File: src/rtl/hs_pkg.sv
// ----------------------------------------------------------------------------
// hs_pkg: shared constants and types for the heap sorter
// Word width, default store depth and the element word type.
// ----------------------------------------------------------------------------
package hs_pkg;

  // width of one element word
  localparam int WORD_W = 32;

  // default number of store entries
  localparam int DEPTH_DEF = 64;

  // one element word, compared as two's complement
  typedef logic signed [WORD_W-1:0] word_t;

endpackage

File: src/rtl/heap_sorter.sv
// A word without in_last is taken while idle. A word with in_last starts an
//   in-place heap sort of the n stored words (a bottom-up build of sift
//   levels, then extraction steps that each sift from the root), after
//   which the n results are read out.
// Throughput is set by the single read port; results are never held off.
// Reset clears the state, count and overflow flag; the store is not cleared.
// ----------------------------------------------------------------------------
// heap_sorter: collects a list of signed words and returns them sorted
// Words go into a one-port-read, one-port-write store. On the last word the
// store is heap-sorted in place (bottom-up build, then root extraction) and
// read out in ascending order, one word per cycle on a strobe.
// ----------------------------------------------------------------------------
module heap_sorter #(
  parameter int DEPTH = hs_pkg::DEPTH_DEF
) (
  input  logic                clk,
  input  logic                rst_n,
  input  logic                start,
  output logic                busy,
  input  hs_pkg::word_t       in_value,
  input  logic                in_last,
  output logic                out_valid,
  output hs_pkg::word_t       out_sorted_value,
  output logic                out_final_res,
  output logic                out_overflow
);

  localparam int AW = (DEPTH > 1) ? $clog2(DEPTH) : 1;
  localparam int CW = $clog2(DEPTH + 1);
  localparam logic [CW-1:0] DEPTH_C = CW'(DEPTH);

  // state codes
  localparam logic [3:0] S_IDLE = 4'd0;
  localparam logic [3:0] S_BLD  = 4'd1;  // next build-phase node
  localparam logic [3:0] S_LDN  = 4'd2;  // node word arrives
  localparam logic [3:0] S_SDL  = 4'd3;  // issue left child read
  localparam logic [3:0] S_SDR  = 4'd4;  // left arrives, issue right read
  localparam logic [3:0] S_SDC  = 4'd5;  // right arrives, decide
  localparam logic [3:0] S_SRT  = 4'd6;  // next extraction step
  localparam logic [3:0] S_SW1  = 4'd7;  // root arrives
  localparam logic [3:0] S_SW2  = 4'd8;  // tail arrives, swap
  localparam logic [3:0] S_OUT  = 4'd9;  // read out ascending

  logic [3:0]     state_r, state_nxt;
  logic [CW-1:0]  cnt_r, cnt_nxt;
  logic           ovf_r, ovf_nxt;
  logic           phase_r, phase_nxt;     // 0 build, 1 extraction
  logic           oval_r, oval_nxt;
  logic [CW-1:0]  idx_r, idx_nxt;
  logic [CW-1:0]  size_r, size_nxt;
  logic [CW-1:0]  node_r, node_nxt;
  logic [CW-1:0]  k_r, k_nxt;
  hs_pkg::word_t  nv_r, nv_nxt;           // word being sifted (the hole's value)
  hs_pkg::word_t  lv_r, lv_nxt;           // left child or saved root
  logic           ofin_r, ofin_nxt;
  logic           oovf_r, oovf_nxt;

  // element store
  hs_pkg::word_t  mem [DEPTH];
  hs_pkg::word_t  rd_data_r;
  logic [AW-1:0]  rd_addr;
  logic           wr_en;
  logic [AW-1:0]  wr_addr;
  hs_pkg::word_t  wr_data;

  logic [CW:0]    left_w, right_w;
  logic [CW-1:0]  cnt_inc;
  logic [3:0]     ret_state;
  logic           left_gt, right_gt_top;
  hs_pkg::word_t  top_val;

  assign left_w    = {node_r, 1'b1};
  assign right_w   = left_w + (CW+1)'(1);
  assign cnt_inc   = cnt_r + CW'(1);
  assign ret_state = phase_r ? S_SRT : S_BLD;

  // child compares: left must beat the node, right must beat the larger
  assign left_gt      = lv_r > nv_r;
  assign top_val      = left_gt ? lv_r : nv_r;
  assign right_gt_top = rd_data_r > top_val;

  // store: a read in the same cycle as a write to that entry returns the old word
  always_ff @(posedge clk) begin
    if (wr_en) begin
      mem[wr_addr] <= wr_data;
    end
    rd_data_r <= mem[rd_addr];
  end

  // sequencer
  always_comb begin
    state_nxt = state_r;
    cnt_nxt   = cnt_r;
    ovf_nxt   = ovf_r;
    phase_nxt = phase_r;
    oval_nxt  = 1'b0;
    idx_nxt   = idx_r;
    size_nxt  = size_r;
    node_nxt  = node_r;
    k_nxt     = k_r;
    nv_nxt    = nv_r;
    lv_nxt    = lv_r;
    ofin_nxt  = 1'b0;
    oovf_nxt  = oovf_r;
    rd_addr   = '0;
    wr_en     = 1'b0;
    wr_addr   = cnt_r[AW-1:0];
    wr_data   = in_value;

    case (state_r)
      S_IDLE: begin
        if (start) begin
          if (cnt_r < DEPTH_C) begin
            wr_en   = 1'b1;
            cnt_nxt = cnt_inc;
          end else begin
            ovf_nxt = 1'b1;
          end
          if (in_last) begin
            idx_nxt   = cnt_nxt >> 1;
            state_nxt = S_BLD;
          end
        end
      end

      S_BLD: begin
        if (idx_r == '0) begin
          idx_nxt   = cnt_r - CW'(1);
          state_nxt = S_SRT;
        end else begin
          rd_addr   = AW'(idx_r - CW'(1));
          node_nxt  = idx_r - CW'(1);
          idx_nxt   = idx_r - CW'(1);
          size_nxt  = cnt_r;
          phase_nxt = 1'b0;
          state_nxt = S_LDN;
        end
      end

      S_LDN: begin
        nv_nxt    = rd_data_r;
        state_nxt = S_SDL;
      end

      S_SDL: begin
        if (left_w < {1'b0, size_r}) begin
          rd_addr   = left_w[AW-1:0];
          state_nxt = S_SDR;
        end else begin
          // leaf: drop the word into the hole
          wr_en     = 1'b1;
          wr_addr   = node_r[AW-1:0];
          wr_data   = nv_r;
          state_nxt = ret_state;
        end
      end

      S_SDR: begin
        lv_nxt = rd_data_r;
        if (right_w < {1'b0, size_r}) begin
          rd_addr   = right_w[AW-1:0];
          state_nxt = S_SDC;
        end else begin
          wr_en   = 1'b1;
          wr_addr = node_r[AW-1:0];
          if (rd_data_r > nv_r) begin
            wr_data   = rd_data_r;
            node_nxt  = left_w[CW-1:0];
            state_nxt = S_SDL;
          end else begin
            wr_data   = nv_r;
            state_nxt = ret_state;
          end
        end
      end

      S_SDC: begin
        wr_en   = 1'b1;
        wr_addr = node_r[AW-1:0];
        if (right_gt_top) begin
          wr_data   = rd_data_r;
          node_nxt  = right_w[CW-1:0];
          state_nxt = S_SDL;
        end else if (left_gt) begin
          wr_data   = lv_r;
          node_nxt  = left_w[CW-1:0];
          state_nxt = S_SDL;
        end else begin
          wr_data   = nv_r;
          state_nxt = ret_state;
        end
      end

      S_SRT: begin
        if (idx_r == '0) begin
          k_nxt     = '0;
          state_nxt = S_OUT;
        end else begin
          rd_addr   = '0;
          phase_nxt = 1'b1;
          state_nxt = S_SW1;
        end
      end

      S_SW1: begin
        lv_nxt    = rd_data_r;
        rd_addr   = idx_r[AW-1:0];
        state_nxt = S_SW2;
      end

      // max goes to the tail, old tail sifts down from the root
      S_SW2: begin
        nv_nxt    = rd_data_r;
        wr_en     = 1'b1;
        wr_addr   = idx_r[AW-1:0];
        wr_data   = lv_r;
        size_nxt  = idx_r;
        node_nxt  = '0;
        idx_nxt   = idx_r - CW'(1);
        state_nxt = S_SDL;
      end

      S_OUT: begin
        rd_addr  = k_r[AW-1:0];
        oval_nxt = 1'b1;
        ofin_nxt = (k_r == cnt_r - CW'(1));
        oovf_nxt = ovf_r;
        k_nxt    = k_r + CW'(1);
        if (k_r == cnt_r - CW'(1)) begin
          cnt_nxt   = '0;
          ovf_nxt   = 1'b0;
          state_nxt = S_IDLE;
        end
      end

      default: begin
        state_nxt = S_IDLE;
      end
    endcase
  end

  // control registers
  always_ff @(posedge clk) begin
    if (!rst_n) begin
      state_r <= S_IDLE;
      cnt_r   <= '0;
      ovf_r   <= 1'b0;
      phase_r <= 1'b0;
      oval_r  <= 1'b0;
    end else begin
      state_r <= state_nxt;
      cnt_r   <= cnt_nxt;
      ovf_r   <= ovf_nxt;
      phase_r <= phase_nxt;
      oval_r  <= oval_nxt;
    end
  end

  // datapath registers
  always_ff @(posedge clk) begin
    idx_r  <= idx_nxt;
    size_r <= size_nxt;
    node_r <= node_nxt;
    k_r    <= k_nxt;
    nv_r   <= nv_nxt;
    lv_r   <= lv_nxt;
    ofin_r <= ofin_nxt;
    oovf_r <= oovf_nxt;
  end

  assign busy             = (state_r != S_IDLE);
  assign out_valid        = oval_r;
  assign out_sorted_value = rd_data_r;
  assign out_final_res    = ofin_r;
  assign out_overflow     = oovf_r;

  // checks
  a_cnt_bound: assert property (@(posedge clk) disable iff (!rst_n)
    cnt_r <= DEPTH_C)
    else $error("element count beyond store depth");

  a_last_starts: assert property (@(posedge clk) disable iff (!rst_n)
    start && !busy && in_last |=> busy)
    else $error("list end did not start the sort");

  a_final_ends: assert property (@(posedge clk) disable iff (!rst_n)
    out_valid && out_final_res |=> !out_valid)
    else $error("result after the final word");

  a_node_in_heap: assert property (@(posedge clk) disable iff (!rst_n)
    (state_r == S_SDL || state_r == S_SDR || state_r == S_SDC) |->
      (node_r < size_r && size_r <= cnt_r))
    else $error("sift node outside the heap");

  a_out_in_list: assert property (@(posedge clk) disable iff (!rst_n)
    state_r == S_OUT |-> (k_r < cnt_r && !out_final_res))
    else $error("readout past the list");

endmodule

File: config.mk
export PLATFORM = sky130hd
export DESIGN_NAME = heap_sorter
export DESIGN_NICKNAME = d
export VERILOG_FILES = /design/src/rtl/hs_pkg.sv /design/src/rtl/heap_sorter.sv
export SDC_FILE = /design/constraint.sdc
export NUM_CORES = 2
export LEC_CHECK = 0
export ABC_CLOCK_PERIOD_IN_PS = 9170
export BUFFER_PORTS_ARGS = -buffer_cell sky130_fd_sc_hd__buf_2
export CORE_UTILIZATION = 30
export DETAILED_ROUTE_END_ITERATION = 8
export PLACE_DENSITY = 0.5
export RECOVER_POWER = 50
export SETUP_SLACK_MARGIN = 0.02
export SYNTH_ARGS = -nofsm -noshare
export SYNTH_HDL_FRONTEND = slang
export SYNTH_SLANG_ARGS = --single-unit
File: constraint.sdc
create_clock -name clk -period 9.17 [get_ports clk]
set_input_delay 1.834 -clock clk [delete_from_list [all_inputs] [get_ports clk]]
set_output_delay 1.834 -clock clk [all_outputs]
set_load 0.01 [all_outputs]
After elaboration in Yosys (flattened, before gate mapping)

Memory sizes are Yosys's and may differ from the RTL's. A register that Yosys moved wholly into a read port is not among the register bits.
Index checks and enable logic that the tools add are counted.
W data, S select, Z words.

Flip-flop bits (word level): 108
RAM bits: 2,048
Input port bits: 36
Output and inout bits: 36
Logic and storage cells: 126
Memories: 1

Memory list:

| memory | depth | width | rd ports | clocked after memory_dff | write ports | line              | RTL |
|---|---|---|---|---|---|---|---|
| mem    | 64    | 32    | 1        | 1                        | 1           | heap_sorter.sv:59 | `hs_pkg::word_t mem [DEPTH];` |

Add/subtract/negate cells: 5
Magnitude comparators: 6
Equality and inequality tests: 21
Mux-type cells: 58
Reductions and logical operators: 21

Operators by type and width:

| kind                  | number |
|---|---|
| $mux W32              | 5 |
| $pmux W32 S4          | 1 |
| $gt A32 B32 Y1        | 3 |
| $mux W7               | 13 |
| $pmux W7 S2           | 3 |
| $pmux W4 S9           | 1 |
| $mux W6               | 5 |
| $pmux W6 S5           | 1 |
| $pmux W7 S4           | 1 |
| $pmux W6 S4           | 1 |
| $mux W3               | 7 |
| $pmux W7 S3           | 1 |
| $ne A2 B2 Y1 const B  | 10 |
| $eq A4 B3 Y1 const B  | 4 |
| $lt A8 B7 Y1          | 2 |
| $mux W4               | 4 |
| $add A7 B1 Y7 const B | 2 |
| $sub A7 B1 Y7 const B | 2 |
| $mux W1               | 12 |
| $reduce_and A3 Y1     | 4 |
| $add A8 B1 Y8 const B | 1 |
| $eq A4 B2 Y1 const B  | 2 |
| $eq A4 B4 Y1 const B  | 2 |
| $reduce_and A4 Y1     | 2 |
| other kinds (14)      | 22 |

Depth between registers and ports, before layout

Word-level depth: 6
Gate-level depth with buffers: 24
Gate-level depth less buffers: 21

Least setup slack after synthesis

No wires, ideal clock.

Path kind: register to register
Start point: register lv_r[25]
End point: memory mem[0][0] (netlist bit) (data pin)
Setup time: 0.549 ns
Arrival: 6.993 ns
Data required time: 8.621 ns
Path slack: 1.629 ns
Cell stages (with the launch flop): 23
Buffers on the path: 3
Clock period less this slack: 7.541 ns
Cell sequence: edfxtp_1 > ha_1 > a21o_1 > a21o_1 > a21oi_1 > o22ai_1 > a2111oi_0 > o211a_1 > clkbuf_1 > clkbuf_1 > mux2i_1 > ha_1 > and4_1 > nand4_1 > or4_1 > and3_1 > o211ai_1 > o221a_2 > and2_1 > a21o_1 > buf_1 > a221oi_1 > a21oi_1

Longest elaborated chain between the ends: 5

Ends and longest elaborated chain:

| item                   | line                                  | RTL |
|---|---|---|
| start, declared        | heap_sorter.sv:54                     | `hs_pkg::word_t lv_r, lv_nxt;` |
| start signal, assigned | heap_sorter.sv:266                    | `lv_r <= lv_nxt;` |
| $gt A32 B32 Y1         | heap_sorter.sv:78                     | `assign left_gt = lv_r > nv_r;` |
| $mux W32 *             | heap_sorter.sv:79, heap_sorter.sv:184 |  |
| $gt A32 B32 Y1         | heap_sorter.sv:80                     | `assign right_gt_top = rd_data_r > top_val;` |
| $mux W32 *             | heap_sorter.sv:180                    | `if (right_gt_top) begin` |
| $pmux W32 S4 *         | heap_sorter.sv:110                    | `case (state_r)` |
| via wr_data[0]         | heap_sorter.sv:64                     | `hs_pkg::word_t wr_data;` |
| end, declared          | heap_sorter.sv:59                     |  |

Mark *: on every way through the listed nets, which the timed path passes. The rest lies on a longest branch.

Worst setup path in the final report

Start point: register node_r[4]
End point: register rd_data_r[16], in the netlist out_sorted_value[16], read port of mem

Longest elaborated chain between the ends: 4
Elaborated cells between the ends (all ways): 6

Ends and longest elaborated chain:

| item                   | line               | RTL |
|---|---|---|
| start, declared        | heap_sorter.sv:51  | `logic [CW-1:0] node_r, node_nxt;` |
| start signal, assigned | heap_sorter.sv:263 | `node_r <= node_nxt;` |
| $add A8 B1 Y8          | heap_sorter.sv:73  | `assign right_w = left_w + (CW+1)'(1);` |
| $lt A8 B7 Y1           | heap_sorter.sv:160 | `if (right_w < {1'b0, size_r}) begin` |
| $mux W6                | heap_sorter.sv:160 |  |
| $pmux W6 S5 *          | heap_sorter.sv:110 |  |
| end, declared          | heap_sorter.sv:60  | `hs_pkg::word_t rd_data_r;` |

Every way passes the cells marked *; elsewhere a longest branch is shown, timed or not.
A chain may end at the register's enable or synchronous reset.

==> flow_metrics.env <==
export IMPL_status="complete, but fails checks"
export IMPL_violations="capacitance limit, slew limit"
export IMPL_fp_dieW_um=551
export IMPL_fmax_ghz=0.116
export IMPL_dp_cells=10456
export IMPL_combPwrFrac_pct=26.6
export IMPL_cts_root_buffer_cell="sky130_fd_sc_hd__clkbuf_16"
export IMPL_mostFrequentLayoutCell="sky130_fd_sc_hd__edfxtp_1"
export IMPL_switching_share_pct=34.3
export IMPL_tightest_slew_ns=3.00
export IMPL_h_tree_depth=4
export IMPL_layout_cells_non_filler=10891
export IMPL_finalPower_uw=29300
export IMPL_intPower_uw=19200
export IMPL_setup_worst_path_class="flop to flop"
export IMPL_areaGrowthSynthToFinish_pct=14.8
export IMPL_synth_edff_count=2141
export IMPL_layout_cells_most_common_list="2141 x sky130_fd_sc_hd__edfxtp_1, 1612 x sky130_fd_sc_hd__nand2_1, 563 x sky130_fd_sc_hd__nand3_1"
export IMPL_synth_async_reset_ratio_pct=0
export IMPL_wl_per_cell_um=30.1
export IMPL_finalHoldViolCount=0
export IMPL_drc_errors=0
export IMPL_starting_utilization_of_the_core_area_pct=30.2
export IMPL_postLayoutCoreUtil_pct=34.6
export IMPL_critical_path_top_delay_family="buffers and inverters"
export IMPL_worst_skew_pair_later_pin_latency_ns=0.91
export IMPL_period_minus_slack_ns=8.66
export IMPL_critPathBufInv=3
export IMPL_crit_path_max_incr_delay_ns=1.59
export IMPL_critical_path_required_ns=9.98
export IMPL_gr_usage_all_layers_pct=21.2
export IMPL_synth_yosys_warnings=0
export IMPL_p_switching_uw=10000
export IMPL_ctsResizeCount=0
export IMPL_ys_flop_type="sky130_fd_sc_hd__edfxtp_1"
export IMPL_worstRegToRegCells=12
export IMPL_timing_rr_end="out_sorted_value[16]"
export IMPL_cp_cell_sequence="ha_1, a21o_1, a211oi_1, nand3_1, clkbuf_1, o31ai_1, a211o_1, clkbuf_2, clkbuf_2, nand3_1, o21ai_0, a311o_1"
export IMPL_post_synthesis_net_count=6769
export IMPL_die_h_um=551
export IMPL_synth_seq_area_share_pct=72.1
export IMPL_slew_headroom_pct=-99.7
export IMPL_report_final_setup_viol=0
export IMPL_global_route_overflow_total=0
export IMPL_first_pass_iters=6
export IMPL_grt_max_degree=140
export IMPL_place_gp_congestion=0.886
export IMPL_first_global_vias=56252
export IMPL_drt_first_iter_violations=7918
export IMPL_io_pin_count=72
export IMPL_hold_start="ovf_r"
export IMPL_synth_lib_cells_used_distinct=79
export IMPL_cts_made_buffers=226
export IMPL_ff2ff_setup_slack_ns=0.51
export IMPL_cpMaxStageDelayCell="sky130_fd_sc_hd__nand3_1"
export IMPL_fraction_of_layout_instances_using_a_drive_strength_above_1_pct=10.7
export IMPL_netlist_area_sq_um=90500
export IMPL_timing_rr_start="node_r[4]"
export IMPL_coreArea_sq_um=300000
export IMPL_tns_ns=0
export IMPL_fin_nets=6875
export IMPL_grt_setup_unrepaired="false"
export IMPL_post_cts_hold_buffer_count=0
export IMPL_seq_power_share_pct=41.5
export IMPL_fp_row_count=201
export IMPL_max_clock_path_buffers=3
export IMPL_vdd_ir_drop_max_v=0.000173
export IMPL_detailedPlace_worstSlack_ns=1.33
export IMPL_grt_antenna_before_repair=22
export IMPL_number_of_port_buffers=71
export IMPL_clockPowerShare_pct=32.0
export IMPL_leakage_uw=0.0347
export IMPL_tritoncts_num_sinks=2188
export IMPL_tritoncts="done"
export IMPL_antenna_left=0
export IMPL_fin_worst_skew_ns=0.0784
export IMPL_hold_depth=0
export IMPL_worstPathArrival_ns=9.47
export IMPL_clock_edge_transition_at_the_registers_on_the_reported_setup_and_hold_paths_ns=0.06
export IMPL_hold_path_class="flop to flop"
export IMPL_detailroute_via_count=60075
export IMPL_synth_avg_cell_area_sq_um=13.7
export IMPL_critical_path_endpoint_type="flop"
export IMPL_drt_wl_total_mm=328
export IMPL_min_delay_worst_endpoint="out_overflow"
export IMPL_power_density_of_the_placed_cells_nw_per_um2=282
export IMPL_final_min_period_over_clock_period_pct=94.4
export IMPL_slew_violations=1156
export IMPL_ys_ff_latch=2188
export IMPL_gate_count_of_the_mapped_netlist=6620
export IMPL_critical_path_max_fanout=30
export IMPL_post_cts_setup_buffers=0
export IMPL_max_cap_violations=58
export IMPL_dieArea_sq_um=304000
export IMPL_grt_first_pass_wirelength_mm=453
export IMPL_dp_final_hpwl_mm=188
export IMPL_setup_worst_path_start_class="flop"
export IMPL_setup_ws_ns=0.514
export IMPL_route_detailed_vias_per_inst=5.52
through the flow:
stage | hold slack (ns) | instance area, sq um
after floorplan | 0.408 | 90500
after global placement | 0.486 | 96800
after detailed placement | 0.486 | 96800
after CTS | 0.499 | 104000
after global routing | 0.505 | 104000
final | 0.482 | 104000
worst register-to-register path: stages (launching register included):
cell	delay, ns
sky130_fd_sc_hd__edfxtp_1	0.57
sky130_fd_sc_hd__ha_1	0.38
sky130_fd_sc_hd__a21o_1	0.16
sky130_fd_sc_hd__a211oi_1	0.66
sky130_fd_sc_hd__nand3_1	1.59
sky130_fd_sc_hd__clkbuf_1	0.92
sky130_fd_sc_hd__o31ai_1	0.39
sky130_fd_sc_hd__a211o_1	0.42
sky130_fd_sc_hd__clkbuf_2	0.65
sky130_fd_sc_hd__clkbuf_2	1.07
sky130_fd_sc_hd__nand3_1	0.91
sky130_fd_sc_hd__o21ai_0	0.62
sky130_fd_sc_hd__a311o_1	0.29
routing by layer:
layer  GRT usage [%]  vias to the layer above  routed length, um
met2            33.2                     2911             151000
met5               0                        -                 80
met3            3.79                      540              28100
met1            29.1                    31282             136000
li1                -                    25330                  -
met4            8.10                       12              12900
synthesized netlist by cell type, types with 60 or more instances:
| cell | number | area share (%) |
|---|---|---|
| sky130_fd_sc_hd__clkbuf_1 | 180 | 0.75 |
| sky130_fd_sc_hd__mux2i_1 | 192 | 2.1 |
| sky130_fd_sc_hd__a311oi_1 | 183 | 1.8 |
| sky130_fd_sc_hd__and3_1 | 196 | 1.4 |
| sky130_fd_sc_hd__nor2_1 | 159 | 0.66 |
| sky130_fd_sc_hd__nand3_1 | 563 | 3.1 |
| sky130_fd_sc_hd__a31oi_1 | 107 | 0.74 |
| sky130_fd_sc_hd__buf_2 | 155 | 0.86 |
| sky130_fd_sc_hd__ha_1 | 113 | 1.6 |
| sky130_fd_sc_hd__a211oi_1 | 91 | 0.76 |
| sky130_fd_sc_hd__a21oi_1 | 137 | 0.76 |
| sky130_fd_sc_hd__nand2_1 | 1613 | 6.7 |
| sky130_fd_sc_hd__edfxtp_1 | 2141 | 71 |
| sky130_fd_sc_hd__nor3_1 | 65 | 0.36 |
| sky130_fd_sc_hd__mux4_2 | 60 | 1.5 |
registers in the layout (all words and copies together) (netlist names), 4 cells and up:
signal	count
mem	2048
lv_r	32
nv_r	32
out_sorted_value	32
cnt_r	7
idx_r	7
k_r	7
node_r	7
size_r	7
state_r	4
how the worst max path moves through the flow:
stage,to,cells past startpoint,startpoint
after floorplan,mem[0][0],22,lv_r[25]
after detailed placement,mem[55][20],23,nv_r[25]
after CTS,mem[47][19],23,nv_r[25]
final,out_sorted_value[16],12,node_r[4]
after global routing,mem[52][20],23,nv_r[25]
after global placement,mem[43][21],23,nv_r[25]
cell type report:
cell class,instances,area (sq um)
inverter,58,218
clock inverter,151,1540
clock buffer,275,5980
timing repair buffer,297,2130
tap,3958,4950
sequential,2188,65200
antenna,9,22.5
fill,28961,196000
multi-input combinational,3955,23800
power groups by stage:
stage / registers (uW) / logic [uW] / clock network [uW]
finish: 12100 / 7770 / 9350
global route: 12100 / 8240 / 9830
CTS: 12100 / 7720 / 9470
detailed placement: 12300 / 7690 / 0
global placement: 12300 / 7670 / 0
floorplan: 12100 / 4570 / 0
kinds of logic (layout without fill, tap and decap cells):
logic type / Yosys count / count (layout) / share of synthesized area, %
fa+ha+maj: 113 / 113 / 1.56
compound gates: 861 / 861 / 6.93
simple gates: 2697 / 2697 / 13.0
mux: 253 / 253 / 3.63
other cells: 0 / 9 / 0
flops: 2188 / 2188 / 72.1
xor+xnor: 31 / 31 / 0.300
buf+inv: 477 / 781 / 2.50
Note: power is estimated with default switching activity, not from simulation.
